==> src/rtl/assert_macros.svh <==
// Assertion macros shared by the RTL modules.
`ifndef ASSERT_MACROS_SVH
`define ASSERT_MACROS_SVH
// Implication checked at every rising clock edge outside reset.
`define CHK_IMPL(label, clk, rst_n, ante, cons) \
  label: assert property (@(posedge clk) disable iff (!rst_n) (ante) |-> (cons)) \
    else $error("check failed");
// Next-cycle implication checked outside reset.
`define CHK_NEXT(label, clk, rst_n, ante, cons) \
  label: assert property (@(posedge clk) disable iff (!rst_n) (ante) |=> (cons)) \
    else $error("check failed");
`endif

==> src/rtl/pbkdf_pkg.sv <==
// Package with types, constants and SHA-256 helpers for the PIN key derivation block.
package pbkdf_pkg;

  typedef struct packed {
    logic [31:0] pin_chars;
    logic [63:0] salt_high;
    logic [63:0] salt_low;
  } pbkdf_in_t;

  typedef struct packed {
    logic [63:0] key_word0;
    logic [63:0] key_word1;
    logic [63:0] key_word2;
    logic [63:0] key_word3;
    logic        status;
  } pbkdf_out_t;

  typedef enum logic [2:0] {
    ST_IDLE,
    ST_LOAD,
    ST_ROUND,
    ST_FINAL,
    ST_OUT
  } pbkdf_state_t;

  // Which compression is running.
  typedef enum logic [2:0] {
    PH_IPAD,
    PH_OPAD,
    PH_INNER,
    PH_OUTER
  } pbkdf_phase_t;

  localparam logic [19:0] ITER_RESET = 20'd100000;
  localparam logic [7:0]  CHAR_ZERO  = 8'h30;
  localparam logic [7:0]  CHAR_NINE  = 8'h39;
  localparam logic [31:0] IPAD_WORD  = 32'h36363636;
  localparam logic [31:0] OPAD_WORD  = 32'h5c5c5c5c;
  localparam logic [31:0] PAD_WORD   = 32'h80000000;
  localparam logic [31:0] LEN_SALT   = 32'd672;
  localparam logic [31:0] LEN_DIGEST = 32'd768;

  localparam logic [255:0] SHA_IV = {
    32'h6a09e667, 32'hbb67ae85, 32'h3c6ef372, 32'ha54ff53a,
    32'h510e527f, 32'h9b05688c, 32'h1f83d9ab, 32'h5be0cd19};

  function automatic logic [31:0] sha_k(input logic [5:0] idx);
    logic [31:0] k;
    case (idx)
      6'd0: k = 32'h428a2f98;  6'd1: k = 32'h71374491;  6'd2: k = 32'hb5c0fbcf;
      6'd3: k = 32'he9b5dba5;  6'd4: k = 32'h3956c25b;  6'd5: k = 32'h59f111f1;
      6'd6: k = 32'h923f82a4;  6'd7: k = 32'hab1c5ed5;  6'd8: k = 32'hd807aa98;
      6'd9: k = 32'h12835b01;  6'd10: k = 32'h243185be; 6'd11: k = 32'h550c7dc3;
      6'd12: k = 32'h72be5d74; 6'd13: k = 32'h80deb1fe; 6'd14: k = 32'h9bdc06a7;
      6'd15: k = 32'hc19bf174; 6'd16: k = 32'he49b69c1; 6'd17: k = 32'hefbe4786;
      6'd18: k = 32'h0fc19dc6; 6'd19: k = 32'h240ca1cc; 6'd20: k = 32'h2de92c6f;
      6'd21: k = 32'h4a7484aa; 6'd22: k = 32'h5cb0a9dc; 6'd23: k = 32'h76f988da;
      6'd24: k = 32'h983e5152; 6'd25: k = 32'ha831c66d; 6'd26: k = 32'hb00327c8;
      6'd27: k = 32'hbf597fc7; 6'd28: k = 32'hc6e00bf3; 6'd29: k = 32'hd5a79147;
      6'd30: k = 32'h06ca6351; 6'd31: k = 32'h14292967; 6'd32: k = 32'h27b70a85;
      6'd33: k = 32'h2e1b2138; 6'd34: k = 32'h4d2c6dfc; 6'd35: k = 32'h53380d13;
      6'd36: k = 32'h650a7354; 6'd37: k = 32'h766a0abb; 6'd38: k = 32'h81c2c92e;
      6'd39: k = 32'h92722c85; 6'd40: k = 32'ha2bfe8a1; 6'd41: k = 32'ha81a664b;
      6'd42: k = 32'hc24b8b70; 6'd43: k = 32'hc76c51a3; 6'd44: k = 32'hd192e819;
      6'd45: k = 32'hd6990624; 6'd46: k = 32'hf40e3585; 6'd47: k = 32'h106aa070;
      6'd48: k = 32'h19a4c116; 6'd49: k = 32'h1e376c08; 6'd50: k = 32'h2748774c;
      6'd51: k = 32'h34b0bcb5; 6'd52: k = 32'h391c0cb3; 6'd53: k = 32'h4ed8aa4a;
      6'd54: k = 32'h5b9cca4f; 6'd55: k = 32'h682e6ff3; 6'd56: k = 32'h748f82ee;
      6'd57: k = 32'h78a5636f; 6'd58: k = 32'h84c87814; 6'd59: k = 32'h8cc70208;
      6'd60: k = 32'h90befffa; 6'd61: k = 32'ha4506ceb; 6'd62: k = 32'hbef9a3f7;
      default: k = 32'hc67178f2;
    endcase
    return k;
  endfunction

  function automatic logic [31:0] rotr32(input logic [31:0] x, input int n);
    return (x >> n) | (x << (32 - n));
  endfunction

endpackage

==> src/rtl/pbkdf_core.sv <==
// One-round-per-cycle SHA-256 compression unit shared by every hash of a derivation.
module pbkdf_core
  import pbkdf_pkg::*;
(
  input  logic         clk,
  input  logic         rst_n,
  input  logic         start,
  input  logic [255:0] chain_in,
  input  logic [511:0] block_in,
  output logic         done,
  output logic [255:0] digest
);
  `include "assert_macros.svh"

  logic         busy_r, busy_nxt;
  logic [5:0]   rnd_r, rnd_nxt;
  logic [255:0] chain_r, chain_nxt;
  logic [255:0] work_r, work_nxt;
  logic [511:0] sched_r, sched_nxt;
  logic         done_r, done_nxt;

  logic [31:0] a, b, c, d, e, f, g, h, w0, t1, t2, s0, s1, wnew;

  always_comb begin
    {a, b, c, d, e, f, g, h} = work_r;
    w0 = sched_r[511:480];
    t1 = h + (rotr32(e, 6) ^ rotr32(e, 11) ^ rotr32(e, 25)) + ((e & f) ^ (~e & g))
       + sha_k(rnd_r) + w0;
    t2 = (rotr32(a, 2) ^ rotr32(a, 13) ^ rotr32(a, 22)) + ((a & b) ^ (a & c) ^ (b & c));
    // Message schedule kept as a 16-word window; word 1 is w[i-15], word 14 is w[i-2].
    s0 = rotr32(sched_r[479:448], 7) ^ rotr32(sched_r[479:448], 18)
       ^ (sched_r[479:448] >> 3);
    s1 = rotr32(sched_r[63:32], 17) ^ rotr32(sched_r[63:32], 19) ^ (sched_r[63:32] >> 10);
    wnew = w0 + s0 + sched_r[223:192] + s1;

    busy_nxt  = busy_r;
    rnd_nxt   = rnd_r;
    chain_nxt = chain_r;
    work_nxt  = work_r;
    sched_nxt = sched_r;
    done_nxt  = 1'b0;
    if (start && !busy_r) begin
      busy_nxt  = 1'b1;
      rnd_nxt   = 6'd0;
      chain_nxt = chain_in;
      work_nxt  = chain_in;
      sched_nxt = block_in;
    end else if (busy_r) begin
      work_nxt  = {t1 + t2, a, b, c, d + t1, e, f, g};
      sched_nxt = {sched_r[479:0], wnew};
      rnd_nxt   = rnd_r + 6'd1;
      if (rnd_r == 6'd63) begin
        busy_nxt = 1'b0;
        done_nxt = 1'b1;
      end
    end
  end

  always_ff @(posedge clk) begin
    if (!rst_n) begin
      busy_r <= 1'b0;
      done_r <= 1'b0;
      rnd_r  <= 6'd0;
    end else begin
      busy_r <= busy_nxt;
      done_r <= done_nxt;
      rnd_r  <= rnd_nxt;
    end
    chain_r <= chain_nxt;
    work_r  <= work_nxt;
    sched_r <= sched_nxt;
  end

  always_comb begin
    for (int i = 0; i < 8; i++) begin
      digest[32*i +: 32] = chain_r[32*i +: 32] + work_r[32*i +: 32];
    end
  end
  assign done = done_r;

  `CHK_NEXT(a_done_after_last, clk, rst_n, busy_r && rnd_r == 6'd63, done_r && !busy_r)
  `CHK_IMPL(a_done_not_busy, clk, rst_n, done_r, !busy_r)
endmodule

==> src/rtl/pbkdf2_hmac_sha256_pin_kdf.sv <==
// Top level of the PBKDF2-HMAC-SHA256 PIN key derivation block.
// Usage: an input transaction on in_valid/in_ready carries the PIN characters
// and a 128-bit salt. The block first checks that each of the PIN_LENGTH
// characters is an ASCII decimal digit. If one is not, the result carries a
// zero key and status 1. Otherwise it precomputes the inner and outer pad
// chaining values (two compressions) and then runs two compressions per HMAC
// iteration, all on one SHA-256 round unit that does one round per cycle.
// Each compression starts from the load state and runs its 64 rounds; after
// the outer compression of the last iteration the key is registered, and
// out_valid then rises by way of the final state.
// The block holds in_ready low from acceptance until the result transaction on
// out_valid/out_ready completes; the result register holds steady while the
// receiver stalls. A cfg_we pulse writes iteration_count, which should only
// change while idle; a count of zero acts as one. Synchronous reset (rst_n low)
// returns the sequencer to idle, drops out_valid and sets the count to 100000.
module pbkdf2_hmac_sha256_pin_kdf
  import pbkdf_pkg::*;
#(
  parameter int PIN_LENGTH = 4
) (
  input  logic        clk,
  input  logic        rst_n,
  input  logic        in_valid,
  output logic        in_ready,
  input  pbkdf_in_t   in_data,
  output logic        out_valid,
  input  logic        out_ready,
  output pbkdf_out_t  out_data,
  input  logic        cfg_we,
  input  logic [19:0] cfg_wdata
);
  `include "assert_macros.svh"

  pbkdf_state_t state_r, state_nxt;
  pbkdf_phase_t phase_r, phase_nxt;
  logic [19:0]  iter_r, iter_nxt;
  logic [19:0]  left_r, left_nxt;
  logic         first_r, first_nxt;
  logic [31:0]  pin_r, pin_nxt;
  logic [127:0] salt_r, salt_nxt;
  logic [255:0] ist_r, ist_nxt, ost_r, ost_nxt;
  logic [255:0] u_r, u_nxt, acc_r, acc_nxt;
  pbkdf_out_t   res_r, res_nxt;
  logic         ov_r, ov_nxt;

  logic         core_start, core_done;
  logic [255:0] core_chain, core_dig;
  logic [511:0] core_blk;
  logic         pin_ok;
  logic [511:0] key_blk;
  logic [255:0] acc_new;

  // Digit check; characters beyond the 32-bit field read as zero bytes.
  always_comb begin
    logic [7:0] ch;
    pin_ok = 1'b1;
    for (int i = 0; i < PIN_LENGTH; i++) begin
      ch = (i >= PIN_LENGTH - 4) ? in_data.pin_chars[8*(PIN_LENGTH-1-i) +: 8] : 8'h00;
      if (ch < CHAR_ZERO || ch > CHAR_NINE) pin_ok = 1'b0;
    end
  end

  // Key block: PIN bytes first, zero padded to 64 bytes.
  always_comb begin
    key_blk = '0;
    for (int i = 0; i < PIN_LENGTH && i < 4; i++) begin
      key_blk[511-8*i -: 8] = pin_r[8*(PIN_LENGTH-1-i) +: 8];
    end
  end

  // Running XOR of the HMAC iterates including the digest just produced.
  assign acc_new = first_r ? core_dig : (acc_r ^ core_dig);

  always_comb begin
    core_chain = SHA_IV;
    core_blk   = key_blk;
    case (phase_r)
      PH_IPAD: begin
        core_chain = SHA_IV;
        core_blk   = key_blk ^ {16{IPAD_WORD}};
      end
      PH_OPAD: begin
        core_chain = SHA_IV;
        core_blk   = key_blk ^ {16{OPAD_WORD}};
      end
      PH_INNER: begin
        core_chain = ist_r;
        core_blk   = first_r ? {salt_r, 32'd1, PAD_WORD, 288'd0, LEN_SALT}
                             : {u_r, PAD_WORD, 192'd0, LEN_DIGEST};
      end
      PH_OUTER: begin
        core_chain = ost_r;
        core_blk   = {u_r, PAD_WORD, 192'd0, LEN_DIGEST};
      end
      default: begin
        core_chain = SHA_IV;
        core_blk   = key_blk;
      end
    endcase
  end

  pbkdf_core u_core (
    .clk      (clk),
    .rst_n    (rst_n),
    .start    (core_start),
    .chain_in (core_chain),
    .block_in (core_blk),
    .done     (core_done),
    .digest   (core_dig)
  );

  always_comb begin
    state_nxt  = state_r;
    phase_nxt  = phase_r;
    iter_nxt   = cfg_we ? cfg_wdata : iter_r;
    left_nxt   = left_r;
    first_nxt  = first_r;
    pin_nxt    = pin_r;
    salt_nxt   = salt_r;
    ist_nxt    = ist_r;
    ost_nxt    = ost_r;
    u_nxt      = u_r;
    acc_nxt    = acc_r;
    res_nxt    = res_r;
    ov_nxt     = ov_r;
    core_start = 1'b0;
    in_ready   = (state_r == ST_IDLE);
    case (state_r)
      ST_IDLE: begin
        if (in_valid) begin
          pin_nxt   = in_data.pin_chars;
          salt_nxt  = {in_data.salt_high, in_data.salt_low};
          left_nxt  = (iter_r == 20'd0) ? 20'd1 : iter_r;
          first_nxt = 1'b1;
          phase_nxt = PH_IPAD;
          if (pin_ok) begin
            state_nxt = ST_LOAD;
          end else begin
            res_nxt   = '0;
            res_nxt.status = 1'b1;
            state_nxt = ST_FINAL;
          end
        end
      end
      ST_LOAD: begin
        core_start = 1'b1;
        state_nxt  = ST_ROUND;
      end
      ST_ROUND: begin
        if (core_done) begin
          state_nxt = ST_LOAD;
          case (phase_r)
            PH_IPAD: begin
              ist_nxt   = core_dig;
              phase_nxt = PH_OPAD;
            end
            PH_OPAD: begin
              ost_nxt   = core_dig;
              phase_nxt = PH_INNER;
            end
            PH_INNER: begin
              u_nxt     = core_dig;
              phase_nxt = PH_OUTER;
            end
            PH_OUTER: begin
              u_nxt     = core_dig;
              acc_nxt   = acc_new;
              first_nxt = 1'b0;
              left_nxt  = left_r - 20'd1;
              phase_nxt = PH_INNER;
              if (left_r == 20'd1) begin
                res_nxt.key_word0 = acc_new[255:192];
                res_nxt.key_word1 = acc_new[191:128];
                res_nxt.key_word2 = acc_new[127:64];
                res_nxt.key_word3 = acc_new[63:0];
                res_nxt.status    = 1'b0;
                state_nxt         = ST_FINAL;
              end
            end
            default: phase_nxt = PH_IPAD;
          endcase
        end
      end
      ST_FINAL: begin
        ov_nxt    = 1'b1;
        state_nxt = ST_OUT;
      end
      ST_OUT: begin
        if (out_ready) begin
          ov_nxt    = 1'b0;
          state_nxt = ST_IDLE;
        end
      end
      default: state_nxt = ST_IDLE;
    endcase
  end

  always_ff @(posedge clk) begin
    if (!rst_n) begin
      state_r <= ST_IDLE;
      phase_r <= PH_IPAD;
      iter_r  <= ITER_RESET;
      ov_r    <= 1'b0;
      first_r <= 1'b1;
      left_r  <= 20'd0;
    end else begin
      state_r <= state_nxt;
      phase_r <= phase_nxt;
      iter_r  <= iter_nxt;
      ov_r    <= ov_nxt;
      first_r <= first_nxt;
      left_r  <= left_nxt;
    end
    pin_r  <= pin_nxt;
    salt_r <= salt_nxt;
    ist_r  <= ist_nxt;
    ost_r  <= ost_nxt;
    u_r    <= u_nxt;
    acc_r  <= acc_nxt;
    res_r  <= res_nxt;
  end

  assign out_valid = ov_r;
  assign out_data  = res_r;

  `CHK_IMPL(a_valid_in_out, clk, rst_n, ov_r, state_r == ST_OUT)
  `CHK_IMPL(a_no_accept_busy, clk, rst_n, ov_r, !in_ready)
  `CHK_NEXT(a_out_hold, clk, rst_n, ov_r && !out_ready, ov_r && $stable(res_r))
endmodule

==> config.mk <==
export PLATFORM = sky130hd
export DESIGN_NAME = pbkdf2_hmac_sha256_pin_kdf
export DESIGN_NICKNAME = d
export VERILOG_FILES = /design/src/rtl/pbkdf_pkg.sv /design/src/rtl/pbkdf_core.sv /design/src/rtl/pbkdf2_hmac_sha256_pin_kdf.sv
export VERILOG_INCLUDE_DIRS = /design/src /design/src/rtl
export SDC_FILE = /design/constraint.sdc
export NUM_CORES = 2
export LEC_CHECK = 0
export ABC_AREA = 1
export BUFFER_PORTS_ARGS = -buffer_cell sky130_fd_sc_hd__clkbuf_2
export CAP_MARGIN = 20
export CORE_MARGIN = 5
export CORE_UTILIZATION = 35
export CTS_CLUSTER_DIAMETER = 150
export DETAILED_ROUTE_END_ITERATION = 6
export PLACE_DENSITY = 0.49
export SETUP_SLACK_MARGIN = 0.1
export SKIP_LAST_GASP = 1
export SLEW_MARGIN = 5
export SYNTH_ARGS = -nofsm -noshare
export SYNTH_HDL_FRONTEND = slang
export SYNTH_HIERARCHICAL = 1
export SYNTH_SLANG_ARGS = --single-unit
export TNS_END_PERCENT = 1
==> constraint.sdc <==
create_clock -name clk -period 54.4 [get_ports clk]
set_input_delay 8.16 -clock clk [delete_from_list [all_inputs] [get_ports clk]]
set_output_delay 8.16 -clock clk [all_outputs]
set_load 0.005 [all_outputs]
==> flow_summary.toml <==
[global_routing]
grt_pass1_vias = 89370
grt_max_degree = 205
grt_overflow_total = 0
grt_pass1_wl_um = 672300
antenna_found_initial = 23
track_usage_pct = 24.49

[sta]
hold_viol = 0
finClkSkew_ns = 0.05521
drv_slew = 0
fin_crit_ns = 11.34
rsz0062_at_grt = "false"
maxSlewHeadroom_pct = 14.17
min_period_over_period_pct = 20.84
timing.fmax_mhz = 88.20
setup_tns_ns = 0
tightest_slew_ns = 1.278
setup_viol = 0

[clock_network]
ctsHtreeMaxLevel = 5
post_cts_buffers = 0
insertion_delay_ns = 0.93
cts_root_buf = "clkbuf_16"
clockBufferDepth = 4
cts_hold_buf = 0
cts_sinks = 2552
cts_tree = "done"
numCtsBuffers = 301
cts_resized = 0
clkSlewWorstSetupHoldPaths_ns = 0.06

[die]
dieHeight_um = 616.9
chipWidth_um = 616.9
rows = 222
die_area_mm2 = 0.3805
core_area_mm2 = 0.3664
start_util_pct = 35.18
ioPinCount = 444

[run_status]
status = "finished clean"

[critical_path]
cp_num_cells = 13
cp_slowest_stage_delay_ns = 0.66
cp_max_fo = 51
cp_data_arrival_time_ns = 11.85
cp.required_ns = 54.92
startpoint_type = "input port"
cp-end-kind = "flip-flop"
critPathKind = "in2reg"
cp_num_buf_inv = 6
cpMaxStageDelayCell = "buf_4"
cpMostUsedCell = "buf_4"
cpLargestDelayFamily = "buffers and inverters"
path_cells = "clkbuf_2 -> inv_1 -> nand2_1 -> nor2_1 -> nand2_1 -> nor2_1 -> nand2_1 -> nor2_1 -> a211oi_4 -> buf_4 -> buf_4 -> buf_4 -> buf_4"
reg2regPathDepth = 30

[min_path]
hold_path.class = "reg2reg"
hold_depth = 2

[synthesis]
yosysUniqueCellTypes = 68
synth_top_area_share_pct = 57.42
synthCells = 12370
syn_area_mm2 = 0.1289
async_reset_ff_share_pct = 0
yosys.area.top_type = "edfxtp_1"
ys_warn_count = 6
syn_area_per_cell_um2 = 10.42
synth-edff-count = 2465
synth_ff_type = "edfxtp_1"
synth.area.top_cells = "edfxtp_1, nand2_1, ha_1, inv_1, xor2_1"
ys_seq_area_share_pct = 58.77
ys_ff_latch = 2552

[cells_and_area]
multi_input_area_mm2 = 0.04657
drive_above_1_share_pct = 8.374
fillers = 36210
final_nets = 13650
postLayoutCellArea_mm2 = 0.1462
syn_to_final_growth_pct = 13.45
seq_area_mm2 = 0.07576

[placement]
io_buffer_count = 443
postPlaceCellArea_mm2 = 0.1368
place.gp.congestion = 0.9468
hpwl_um = 361700

[detailed_routing]
drtPass1Iterations = 6
vias_per_cell = 5.154
postRouteAntennaNets = 0
wl_um = 483300
vias = 92420
wl_per_cell_um = 26.95
drtIter0Drc = 9680
post-route-drc-count = 0

[job]
maxCapViolCount = 0
[path summary, 6_finish.rpt]
kind | end | start | slack (ns)
worst max-delay path | out_data[246]$_SDFFCE_PN0P_ | in_data[150] | 43.06
worst min-delay path | out_valid$_SDFFE_PN0P_ | out_valid$_SDFFE_PN0P_ | 0.47
worst max register to register | u_core/work_r[247]$_DFFE_PP_ | u_core/work_r[108]$_DFFE_PP_ | 45.64
worst min register to register | out_valid$_SDFFE_PN0P_ | out_valid$_SDFFE_PN0P_ | 0.47
[per-stage QoR]
step | std cells | util (%) | setup WS (ns) | hold slack, ns
after floorplan | 12430 | - | 34.82 | 0.4448
after global placement | 17390 | 37.32 | 41.98 | 0.4639
after detailed placement | 17390 | 37.33 | 41.99 | 0.4713
after CTS | 17930 | 39.91 | 42.96 | 0.4794
after global routing | 17930 | 39.91 | 42.89 | 0.5089
final | 17930 | 39.91 | 43.06 | 0.4727
[cell usage after synthesis (15+ instances only)]
library cell     n
o21bai_1        74
xnor2_1        252
inv_2           24
o22a_1         140
o21ai_0        423
inv_1         1301
ha_1           392
dfxtp_1         87
buf_2          151
xor2_1         539
o2111ai_1       21
nor3_1         100
nand3_1        316
clkbuf_1       257
a21o_1          69
a31oi_1         59
nor4_1          20
a21boi_0        15
o22ai_1         27
edfxtp_1      2465
nor2_1         778
a21oi_1        522
o221ai_1        16
fa_1           195
buf_1           19
o21ai_1         39
or2_2           19
o211ai_1        44
o21ai_2         16
nand4_1         40
nand2_1       3622
a22o_1         144
a221o_1         56
[tightest hold or removal path, cell delays in order (launching register included)]
cell and delay, ns:
dfxtp_1 0.31, nand2_1 0.06, a21oi_1 0.05
[state kept, by name (all words and copies together) (netlist names), 2 cells and up, named ones only]
signal	count
acc_r	256
phase_r	2
out_data	257
u_r	256
pin_r	32
iter_r	20
salt_r	128
u_core/rnd_r	6
u_core/chain_r	256
state_r	3
left_r	20
u_core/work_r	256
u_core/sched_r	512
ist_r	256
ost_r	256
[kinds of logic after synthesis]
kind of cell / count (synthesis) / share of synthesized area, %
compound gates: 1724 / 8.533
xor+xnor: 791 / 5.374
fa+ha+maj: 588 / 6.841
buf+inv: 1768 / 5.344
flops: 2552 / 58.77
mux: 2 / 0.01553
other cells: 1 / 0.002909
simple gates: 4943 / 15.12
[final cells by class]
class                           instances  area share, %
Antenna cell                            5       0.008556
Clock buffer                          369          5.369
Clock inverter                        171          1.109
Inverter                             1327          3.432
Multi-Input combinational cell       8109          31.84
Sequential cell                      2552          51.81
Tap cell                             4816          4.121
Timing Repair Buffer                  584          2.308
[per-layer routing]
layer	global-route usage (%)	part of all wire [%]	up-vias	routed length, um
met2	38.78	45	3206	219200
met3	3.329	6.1	687	29240
met1	34.15	44	45830	212900
met5	0	0.0054	-	26
met4	9.469	4.5	4	21930
li1	-	-	42690	-
[cell usage in the layout (no fill, tap or decap), types with 20 or more instances in the layout]
master	Yosys	final
clkbuf_16	0	304
clkbuf_2	0	443
nand3_1	316	316
ha_1	392	392
nor4_1	20	20
clkinv_1	2	71
buf_4	11	133
a22o_1	144	144
o21ai_0	423	423
nor3_1	100	100
o22ai_1	27	27
a31oi_1	59	59
clkbuf_1	257	65
a21o_1	69	69
o21bai_1	74	74
inv_1	1301	1298
o2111ai_1	21	21
fa_1	195	195
nand4_1	40	40
edfxtp_1	2465	2465
xnor2_1	252	252
a221o_1	56	56
dfxtp_1	87	86
nand2_1	3622	3620
o211ai_1	44	44
o21ai_1	39	39
nor2_1	778	774
xor2_1	539	539
a21oi_1	522	522
clkinv_2	0	37
conb_1	1	61
o22a_1	140	140
inv_2	24	20
Power is not shown: default switching activity piles up to over one toggle a cycle in this logic, so the estimate is an artifact.
